==> src/sv/spcb_pkg.sv <==
package spcb_pkg;

  // Register indexes of the configuration port.
  typedef enum logic [1:0] {
    CFG_AREA_LEFT   = 2'd0,
    CFG_AREA_TOP    = 2'd1,
    CFG_AREA_WIDTH  = 2'd2,
    CFG_AREA_HEIGHT = 2'd3
  } cfg_idx_e;

  // Request kinds.
  typedef enum logic {
    REQ_BEGIN = 1'b0,
    REQ_PIECE = 1'b1
  } req_type_e;

  localparam int unsigned CoordW = 16;
  localparam int unsigned SizeW  = 15;
  localparam int unsigned CfgW   = 16;
  localparam int unsigned CfgIdxW = 2;

  // Mode bits latched by a begin transaction.
  localparam int unsigned ModeClipArea = 0;
  localparam int unsigned ModeWindow   = 1;

  // Offset value that selects the layer position instead.
  localparam logic signed [CoordW-1:0] OffsetUseLayer = 16'sd1000;

  localparam logic [SizeW-1:0] AreaWidthReset  = 15'd320;
  localparam logic [SizeW-1:0] AreaHeightReset = 15'd200;

  typedef struct packed {
    logic                     req_type;
    logic [1:0]               mode;
    logic signed [CoordW-1:0] dest_x;
    logic signed [CoordW-1:0] dest_y;
    logic [7:0]               pict_code;
    logic signed [CoordW-1:0] delta_x;
    logic signed [CoordW-1:0] delta_y;
    logic signed [CoordW-1:0] src_left;
    logic signed [CoordW-1:0] src_right;
    logic signed [CoordW-1:0] src_top;
    logic signed [CoordW-1:0] src_bottom;
  } in_item_t;

  typedef struct packed {
    logic                     visible;
    logic signed [CoordW-1:0] out_x;
    logic signed [CoordW-1:0] out_y;
    logic signed [CoordW-1:0] out_src_left;
    logic signed [CoordW-1:0] out_src_top;
    logic signed [CoordW-1:0] out_width;
    logic signed [CoordW-1:0] out_height;
    logic signed [CoordW-1:0] box_left;
    logic signed [CoordW-1:0] box_top;
    logic signed [CoordW-1:0] box_right;
    logic signed [CoordW-1:0] box_bottom;
    logic                     box_valid;
  } out_item_t;

  // Held input transaction with the picture-code extended destination.
  typedef struct packed {
    in_item_t                 item;
    logic signed [CoordW-1:0] ext_x;
    logic signed [CoordW-1:0] ext_y;
  } held_item_t;

  // Clip window handed to one axis clipper.
  typedef struct packed {
    logic                     en;
    logic                     excl;
    logic signed [CoordW-1:0] low;
    logic signed [CoordW-1:0] lim;
  } clip_ctl_t;

endpackage

==> src/sv/spcb_in_stage.sv <==
module spcb_in_stage
  import spcb_pkg::*;
(
  input  logic       clk_i,
  input  logic       rst_ni,
  input  logic       load_i,
  input  in_item_t   item_i,
  output held_item_t held_o
);

  logic [8:0]               hx;
  logic [8:0]               hy;
  logic signed [CoordW-1:0] ext_x;
  logic signed [CoordW-1:0] ext_y;
  held_item_t               held_q;

  // Picture code bits move the destination away from zero in steps of 128.
  always_comb begin
    hx = {item_i.pict_code[7:6], 7'd0};
    hy = {item_i.pict_code[5:4], 7'd0};
    if (item_i.dest_x[CoordW-1]) begin
      ext_x = item_i.dest_x - $signed({7'd0, hx});
    end else begin
      ext_x = item_i.dest_x + $signed({7'd0, hx});
    end
    if (item_i.dest_y[CoordW-1]) begin
      ext_y = item_i.dest_y - $signed({7'd0, hy});
    end else begin
      ext_y = item_i.dest_y + $signed({7'd0, hy});
    end
  end

  // Input register; it loads whenever a transaction is accepted.
  always_ff @(posedge clk_i or negedge rst_ni) begin
    if (!rst_ni) begin
      held_q <= '0;
    end else if (load_i) begin
      held_q.item  <= item_i;
      held_q.ext_x <= ext_x;
      held_q.ext_y <= ext_y;
    end
  end

  assign held_o = held_q;

endmodule

==> src/sv/spcb_axis_clip.sv <==
module spcb_axis_clip
  import spcb_pkg::*;
(
  input  clip_ctl_t                ctl_i,
  input  logic signed [CoordW-1:0] pos_i,
  input  logic signed [CoordW-1:0] lo_i,
  input  logic signed [CoordW-1:0] hi_i,
  output logic signed [CoordW-1:0] pos_o,
  output logic signed [CoordW-1:0] lo_o,
  output logic signed [CoordW-1:0] hi_o
);

  logic signed [CoordW-1:0] pos_c;
  logic signed [CoordW-1:0] lo_c;
  logic signed [CoordW-1:0] far;
  logic                     over;

  always_comb begin
    // Low edge: move the destination in and skip source columns.
    if (ctl_i.en && (pos_i < ctl_i.low)) begin
      pos_c = ctl_i.low;
      lo_c  = lo_i + ctl_i.low - pos_i;
    end else begin
      pos_c = pos_i;
      lo_c  = lo_i;
    end

    // High edge: trim the source end by the overhang.
    far = pos_c + hi_i - lo_c;
    if (ctl_i.excl) begin
      over = (far >= ctl_i.lim);
    end else begin
      over = (far > ctl_i.lim);
    end

    pos_o = pos_c;
    lo_o  = lo_c;
    if (ctl_i.en && (lo_c <= hi_i) && over) begin
      hi_o = hi_i - far + ctl_i.lim - $signed({{(CoordW-1){1'b0}}, ctl_i.excl});
    end else begin
      hi_o = hi_i;
    end
  end

endmodule

==> src/sv/sprite_piece_clip_and_bound_core.sv <==
// Sprite piece clipper with redraw box tracking.
//
// Input channel: in_valid_i / in_stall_o carry one transaction per item, a
// begin-frame request or a frame piece. Output channel: out_valid_o /
// out_stall_i return exactly one result per input transaction, in order.
// Configuration: cfg_we_i writes cfg_data_i to the area register chosen by
// cfg_idx_i at the clock edge; write only while the block is idle.
//
// From input acceptance to output, a transaction passes the input register,
// which loads at the accepting edge, and the output register, which the clip
// and box logic loads when the held transaction moves on; the receiver takes
// the result from there. Throughput is one transaction per cycle while the
// receiver does not stall; the box update of one piece commits as the piece
// moves on, so it is ready for the next piece.
//
// Reset clears the frame mode, offsets, layer position and redraw box (box
// empty) and loads the area registers with 0, 0, 320 and 200. While the
// receiver stalls, the result holds and the input register still takes one
// more transaction before in_stall_o rises.
module sprite_piece_clip_and_bound_core
  import spcb_pkg::*;
(
  input  logic               clk_i,
  input  logic               rst_ni,
  input  logic               in_valid_i,
  output logic               in_stall_o,
  input  in_item_t           in_data_i,
  output logic               out_valid_o,
  input  logic               out_stall_i,
  output out_item_t          out_data_o,
  input  logic               cfg_we_i,
  input  logic [CfgIdxW-1:0] cfg_idx_i,
  input  logic [CfgW-1:0]    cfg_data_i
);

  // Handshake and pipeline valid bits.
  logic       hold_valid_q;
  logic       out_valid_q;
  logic       advance;
  logic       accept;
  logic       fire;
  held_item_t held;
  out_item_t  out_q;
  out_item_t  out_d;

  // Area configuration.
  logic signed [CoordW-1:0] area_left_q;
  logic signed [CoordW-1:0] area_top_q;
  logic [SizeW-1:0]         area_width_q;
  logic [SizeW-1:0]         area_height_q;

  // Frame state.
  logic [1:0]               frame_mode_q, frame_mode_d;
  logic signed [CoordW-1:0] offset_x_q, offset_x_d;
  logic signed [CoordW-1:0] offset_y_q, offset_y_d;
  logic signed [CoordW-1:0] layer_x_q, layer_x_d;
  logic signed [CoordW-1:0] layer_y_q, layer_y_d;
  logic signed [CoordW-1:0] box_left_q, box_left_d;
  logic signed [CoordW-1:0] box_top_q, box_top_d;
  logic signed [CoordW-1:0] box_right_q, box_right_d;
  logic signed [CoordW-1:0] box_bottom_q, box_bottom_d;
  logic                     box_valid_q, box_valid_d;

  // Datapath.
  logic signed [CoordW-1:0] area_right_x;
  logic signed [CoordW-1:0] area_bottom_x;
  logic signed [CoordW-1:0] pos_x, pos_y;
  logic signed [CoordW-1:0] cx, cy, cl, cr, ct, cb;
  logic signed [CoordW-1:0] ex, ey;
  logic                     is_piece;
  logic                     vis;
  clip_ctl_t                ctl_x, ctl_y;

  assign advance    = !out_valid_q || !out_stall_i;
  assign in_stall_o = hold_valid_q && !advance;
  assign accept     = in_valid_i && !in_stall_o;
  assign fire       = hold_valid_q && advance;

  spcb_in_stage u_in_stage (
    .clk_i  (clk_i),
    .rst_ni (rst_ni),
    .load_i (accept),
    .item_i (in_data_i),
    .held_o (held)
  );

  // Area edges, exclusive on the far side.
  assign area_right_x  = area_left_q + $signed({1'b0, area_width_q});
  assign area_bottom_x = area_top_q + $signed({1'b0, area_height_q});

  // Destination plus frame offset or layer position.
  always_comb begin
    if (offset_x_q == OffsetUseLayer) begin
      pos_x = held.ext_x + layer_x_q;
    end else begin
      pos_x = held.ext_x + offset_x_q;
    end
    if (offset_y_q == OffsetUseLayer) begin
      pos_y = held.ext_y + layer_y_q;
    end else begin
      pos_y = held.ext_y + offset_y_q;
    end
  end

  // Clip limits: the area when its bit is set, else the redraw window; no clipping when neither mode bit is set.
  always_comb begin
    ctl_x.en   = frame_mode_q[ModeClipArea] || frame_mode_q[ModeWindow];
    ctl_x.excl = frame_mode_q[ModeClipArea];
    ctl_y.en   = ctl_x.en;
    ctl_y.excl = ctl_x.excl;
    if (frame_mode_q[ModeClipArea]) begin
      ctl_x.low = area_left_q;
      ctl_x.lim = area_right_x;
      ctl_y.low = area_top_q;
      ctl_y.lim = area_bottom_x;
    end else begin
      ctl_x.low = box_left_q;
      ctl_x.lim = box_right_q;
      ctl_y.low = box_top_q;
      ctl_y.lim = box_bottom_q;
    end
  end

  spcb_axis_clip u_clip_x (
    .ctl_i (ctl_x),
    .pos_i (pos_x),
    .lo_i  (held.item.src_left),
    .hi_i  (held.item.src_right),
    .pos_o (cx),
    .lo_o  (cl),
    .hi_o  (cr)
  );

  spcb_axis_clip u_clip_y (
    .ctl_i (ctl_y),
    .pos_i (pos_y),
    .lo_i  (held.item.src_top),
    .hi_i  (held.item.src_bottom),
    .pos_o (cy),
    .lo_o  (ct),
    .hi_o  (cb)
  );

  assign is_piece = (held.item.req_type == REQ_PIECE);
  assign vis      = is_piece && (cl <= cr) && (ct <= cb);
  assign ex       = cx + cr - cl;
  assign ey       = cy + cb - ct;

  // Next frame state and redraw box.
  always_comb begin
    frame_mode_d = frame_mode_q;
    offset_x_d   = offset_x_q;
    offset_y_d   = offset_y_q;
    layer_x_d    = layer_x_q;
    layer_y_d    = layer_y_q;
    box_left_d   = box_left_q;
    box_top_d    = box_top_q;
    box_right_d  = box_right_q;
    box_bottom_d = box_bottom_q;
    box_valid_d  = box_valid_q;
    if (!is_piece) begin
      frame_mode_d = held.item.mode;
      layer_x_d    = held.item.dest_x;
      layer_y_d    = held.item.dest_y;
      offset_x_d   = held.item.delta_x;
      offset_y_d   = held.item.delta_y;
      if (held.item.mode[ModeWindow]) begin
        // Narrow the window to the area.
        if (area_left_q > box_left_q) box_left_d = area_left_q;
        if (area_top_q > box_top_q) box_top_d = area_top_q;
        if ((area_right_x - 16'sd1) < box_right_q) box_right_d = area_right_x - 16'sd1;
        if ((area_bottom_x - 16'sd1) < box_bottom_q) begin
          box_bottom_d = area_bottom_x - 16'sd1;
        end
      end else begin
        box_valid_d = 1'b0;
      end
    end else if (vis && !frame_mode_q[ModeWindow]) begin
      // Grow the box by the visible piece, or start it.
      box_valid_d = 1'b1;
      if (!box_valid_q) begin
        box_left_d   = cx;
        box_top_d    = cy;
        box_right_d  = ex;
        box_bottom_d = ey;
      end else begin
        if (cx < box_left_q) box_left_d = cx;
        if (cy < box_top_q) box_top_d = cy;
        if (ex > box_right_q) box_right_d = ex;
        if (ey > box_bottom_q) box_bottom_d = ey;
      end
    end
  end

  // Result assembly.
  always_comb begin
    out_d.visible      = vis;
    out_d.out_x        = vis ? cx : '0;
    out_d.out_y        = vis ? cy : '0;
    out_d.out_src_left = vis ? cl : '0;
    out_d.out_src_top  = vis ? ct : '0;
    out_d.out_width    = vis ? (cr - cl + 16'sd1) : '0;
    out_d.out_height   = vis ? (cb - ct + 16'sd1) : '0;
    out_d.box_left     = box_left_d;
    out_d.box_top      = box_top_d;
    out_d.box_right    = box_right_d;
    out_d.box_bottom   = box_bottom_d;
    out_d.box_valid    = box_valid_d;
  end

  // Pipeline valid bits.
  always_ff @(posedge clk_i or negedge rst_ni) begin
    if (!rst_ni) begin
      hold_valid_q <= 1'b0;
      out_valid_q  <= 1'b0;
    end else begin
      if (accept) begin
        hold_valid_q <= 1'b1;
      end else if (advance) begin
        hold_valid_q <= 1'b0;
      end
      if (advance) begin
        out_valid_q <= hold_valid_q;
      end
    end
  end

  // Output register.
  always_ff @(posedge clk_i) begin
    if (fire) begin
      out_q <= out_d;
    end
  end

  // Frame state commits when a transaction leaves the input register.
  always_ff @(posedge clk_i or negedge rst_ni) begin
    if (!rst_ni) begin
      frame_mode_q <= '0;
      offset_x_q   <= '0;
      offset_y_q   <= '0;
      layer_x_q    <= '0;
      layer_y_q    <= '0;
      box_left_q   <= '0;
      box_top_q    <= '0;
      box_right_q  <= '0;
      box_bottom_q <= '0;
      box_valid_q  <= 1'b0;
    end else if (fire) begin
      frame_mode_q <= frame_mode_d;
      offset_x_q   <= offset_x_d;
      offset_y_q   <= offset_y_d;
      layer_x_q    <= layer_x_d;
      layer_y_q    <= layer_y_d;
      box_left_q   <= box_left_d;
      box_top_q    <= box_top_d;
      box_right_q  <= box_right_d;
      box_bottom_q <= box_bottom_d;
      box_valid_q  <= box_valid_d;
    end
  end

  // Configuration writes.
  always_ff @(posedge clk_i or negedge rst_ni) begin
    if (!rst_ni) begin
      area_left_q   <= '0;
      area_top_q    <= '0;
      area_width_q  <= AreaWidthReset;
      area_height_q <= AreaHeightReset;
    end else if (cfg_we_i) begin
      case (cfg_idx_i)
        CFG_AREA_LEFT:   area_left_q   <= cfg_data_i;
        CFG_AREA_TOP:    area_top_q    <= cfg_data_i;
        CFG_AREA_WIDTH:  area_width_q  <= cfg_data_i[SizeW-1:0];
        CFG_AREA_HEIGHT: area_height_q <= cfg_data_i[SizeW-1:0];
        default: ;
      endcase
    end
  end

  assign out_valid_o = out_valid_q;
  assign out_data_o  = out_q;

endmodule

==> config.mk <==
export PLATFORM = sky130hd
export DESIGN_NAME = sprite_piece_clip_and_bound_core
export DESIGN_NICKNAME = d
export VERILOG_FILES = /design/src/sv/spcb_pkg.sv /design/src/sv/spcb_in_stage.sv /design/src/sv/spcb_axis_clip.sv /design/src/sv/sprite_piece_clip_and_bound_core.sv
export SDC_FILE = /design/constraint.sdc
export NUM_CORES = 2
export LEC_CHECK = 0
export ABC_CLOCK_PERIOD_IN_PS = 15600
export BUFFER_PORTS_ARGS = -buffer_cell sky130_fd_sc_hd__buf_2
export CAP_MARGIN = 15
export CORE_MARGIN = 1.5
export CORE_UTILIZATION = 40
export DETAILED_ROUTE_END_ITERATION = 10
export GPL_TIMING_DRIVEN = 0
export PLACE_DENSITY = 0.65
export SYNTH_ARGS = -nofsm -noshare
export SYNTH_HDL_FRONTEND = slang
export SYNTH_SLANG_ARGS = --single-unit
==> constraint.sdc <==
create_clock -name clk_i -period 15.6 [get_ports clk_i]
set_clock_uncertainty 0.2 [all_clocks]
set_input_delay 0.78 -clock clk_i [delete_from_list [all_inputs] [get_ports clk_i]]
set_output_delay 0.78 -clock clk_i [all_outputs]
set_load 0.02 [all_outputs]
==> flow_summary.ini <==
[run_status]
run_status = completed

[yosys]
syn_nets = 4984
async_flop_share_pct = 68.0
syn_inst = 4146
synth_flop_cell = dfrtp_1
yosysSeqAreaShare_pct = 32.5
synth_edf_count = 162
ys_types = 93
synth_warnings = 0
synth_top_cell_by_area = dfrtp_1
syn_area_sq_um = 41400
ys_ff_latch = 506
synth_area_leaders = dfrtp_1 (20%), ha_1 (16%), edfxtp_1 (12%)
synth_top_area_share_pct = 20.5
synth.avg_cell_area_sq_um = 9.99

[final_layout]
drive_above_1_share_pct = 22.0
regArea_sq_um = 13500
area_growth_pct = 18.1
n_fill_cell = 9659
fin_nets = 5465
layout_common_cells = ha_1 (526), inv_1 (519), dfrtp_1 (335)
multi_input_area_sq_um = 26600
final_common_cell = ha_1

[critical_path]
crit_top_cell = ha_1
crit_path_max_fanout = 10
crit_cells = 67
critPathBufInv = 7
crit_end = out_data_o[7]
crit_path_end_kind = flop
crit_type = reg2reg
reg2reg_depth = 67
arrival_ns = 15.27
worstPathRequired_ns = 15.75
crit_start = offset_y_q[1]
cp_slowest_cell = o21ai_0
r2r_start = offset_y_q[1]
r2r_setup_slack_ns = 0.48
startpoint_type = flop
slowest_delay_ns = 1.08
r2r-end = out_data_o[7]
critPathTopFamily = compound AO/OA/AOI/OAI gates

[detailed_routing]
vias = 33000
vias_per_cell = 5.45
dr.pass1.iters = 5
drc = 0
post_drt_wl_per_cell_um = 21.9
antenna_left = 0
drt_wl_total_um = 133000
drtIter0Drc = 2482

[sta]
fin_crit_sh_pct = 96.9
fin_crit_ns = 15.12
slew_violations = 0
holdWs_ns = 0.0928
max_slew.worst_pin.slew_ns = 1.40
maxSlewHeadroom_pct = 5.81
setup_viol = 0
hold_viol = 0
max_freq_ghz = 0.0661

[die]
io-pin-count = 326
core_sq_um = 102000
rows = 117
die_h_um = 325
die-area_sq_um = 106000
initial_core_util_pct = 40.5
die_w_um = 325

[place]
place.gp.congestion = 0.959
portBuffers = 321
dp_hpwl_um = 108000

[clocking]
clockRootBuffer = clkbuf_16
clock_path_buffers = 3
numClockSinks = 506
cts_tree = done
clkTransAtPathRegs_ns = 0.06
cts_max_level = 2
clk_latency_ns = 0.71
numCtsBuffers = 59

[global_route]
gr-total-overflow = 0
antenna_found_initial = 26
grt_use_total_pct = 24.6
grt_pass1_vias = 32300
grt_max_degree = 114
grt_pass1_wl_um = 198000

[hold_path]
min_path_type = in2reg

[job]
maxCapViolations = 0
-- repair_timing --
| action | CTS | global route |
|---|---|---|
| resized for setup | 124 | 159 |
| endpoints found under the hold margin | 42 | 0 |
| pin swaps | 17 | 52 |
| buffers inserted | 24 | 50 |
| hold buffers | 1 | 0 |
| endpoints found under the setup margin | 227 | 186 |
-- synth_stat cells (14+ instances only) --
cell type and number:
ha_1 536, inv_1 525, dfrtp_1 339, mux2_2 288
nor2_1 252, nand2_1 229, o21ai_0 200, a21oi_1 194
edfxtp_1 162, xnor2_1 152, fa_1 140, a21o_1 130
mux2i_1 79, clkbuf_1 75, o21a_1 68, nor3_1 66
xor2_1 66, nand3_1 51, nand4_1 39, o21bai_1 38
a31oi_1 36, nand2b_1 33, a2bb2oi_1 30, nor2b_1 30
and3_1 25, a211oi_1 24, o211ai_1 19, or3_1 19
o22a_1 18, o22ai_1 18, or2_2 18, a22oi_1 17
a21boi_0 16, nor3b_1 15, o31ai_1 14
-- layer usage --
layer	share of wire, %	GRT usage [%]	vias up
li1	-	-	15600
met1	45	33.7	16100
met2	44	38.3	1021
met3	7.6	5.71	186
met4	3.2	8.04	40
met5	0.19	0	-
-- stage by stage --
stage | area, sq um | utilization [%] | TNS, ns | setup slack [ns] | cells
2_1_floorplan | 41400 | - | 0 | 0.518 | 4146
3_5_place_dp | 45000 | 44.1 | -421.20 | -3.62 | 5857
3_3_place_gp | 44800 | 43.8 | -401.34 | -3.50 | 5835
6_report | 48900 | 47.9 | 0 | 0.478 | 6046
4_1_cts | 47800 | 46.8 | 0 | 0.00580 | 5993
5_1_grt | 48900 | 47.9 | -0.848 | -0.0959 | 6046
-- layout make-up --
cell class	instances	area share, %
Multi-Input combinational cell	3018	54.4
Sequential cell	506	27.6
Timing Repair Buffer	421	5.24
Inverter	525	4.03
Tap cell	1368	3.50
Clock buffer	72	3.24
Buffer	96	1.11
Clock inverter	39	0.923
Antenna cell	1	0.00512
-- cells by family (layout without fill, tap and decap cells) --
logic type,Yosys count,in the layout,share of synthesized area (%)
AOI/OAI and AO/OA,915,915,14.6
and+or+nand+nor,839,839,9.71
adders and majority gates,676,676,23.0
buffers and inverters,622,1153,5.68
DFF,506,506,32.5
muxes,367,367,9.74
xor gates and xnor gates,221,221,4.76
other,0,1,0
-- worst min path at each step --
stage / from / end / cells past startpoint
2_1_floorplan: u_in_stage.held_o[168] / frame_mode_q[0] / 2
4_1_cts: in_valid_i / hold_valid_q / 2
6_report: in_valid_i / hold_valid_q / 2
5_1_grt: in_data_i[56] / u_in_stage.held_o[88] / 2
3_5_place_dp: u_in_stage.held_o[13] / u_in_stage.held_o[13] / 2
3_3_place_gp: u_in_stage.held_o[115] / offset_x_q[3] / 2
-- sequential cells by signal, summed over array words and instances, names as in the netlist, 15 cells and up --
name,count
area_width_q,15
area_top_q,16
offset_y_q,16
area_height_q,15
box_left_q,16
u_in_stage.held_o,149
offset_x_q,16
box_right_q,16
layer_y_q,16
box_top_q,16
layer_x_q,16
area_left_q,16
out_data_o,162
box_bottom_q,16
Power is not shown: default switching activity piles up to over one toggle a cycle in this logic, so the estimate is an artifact.
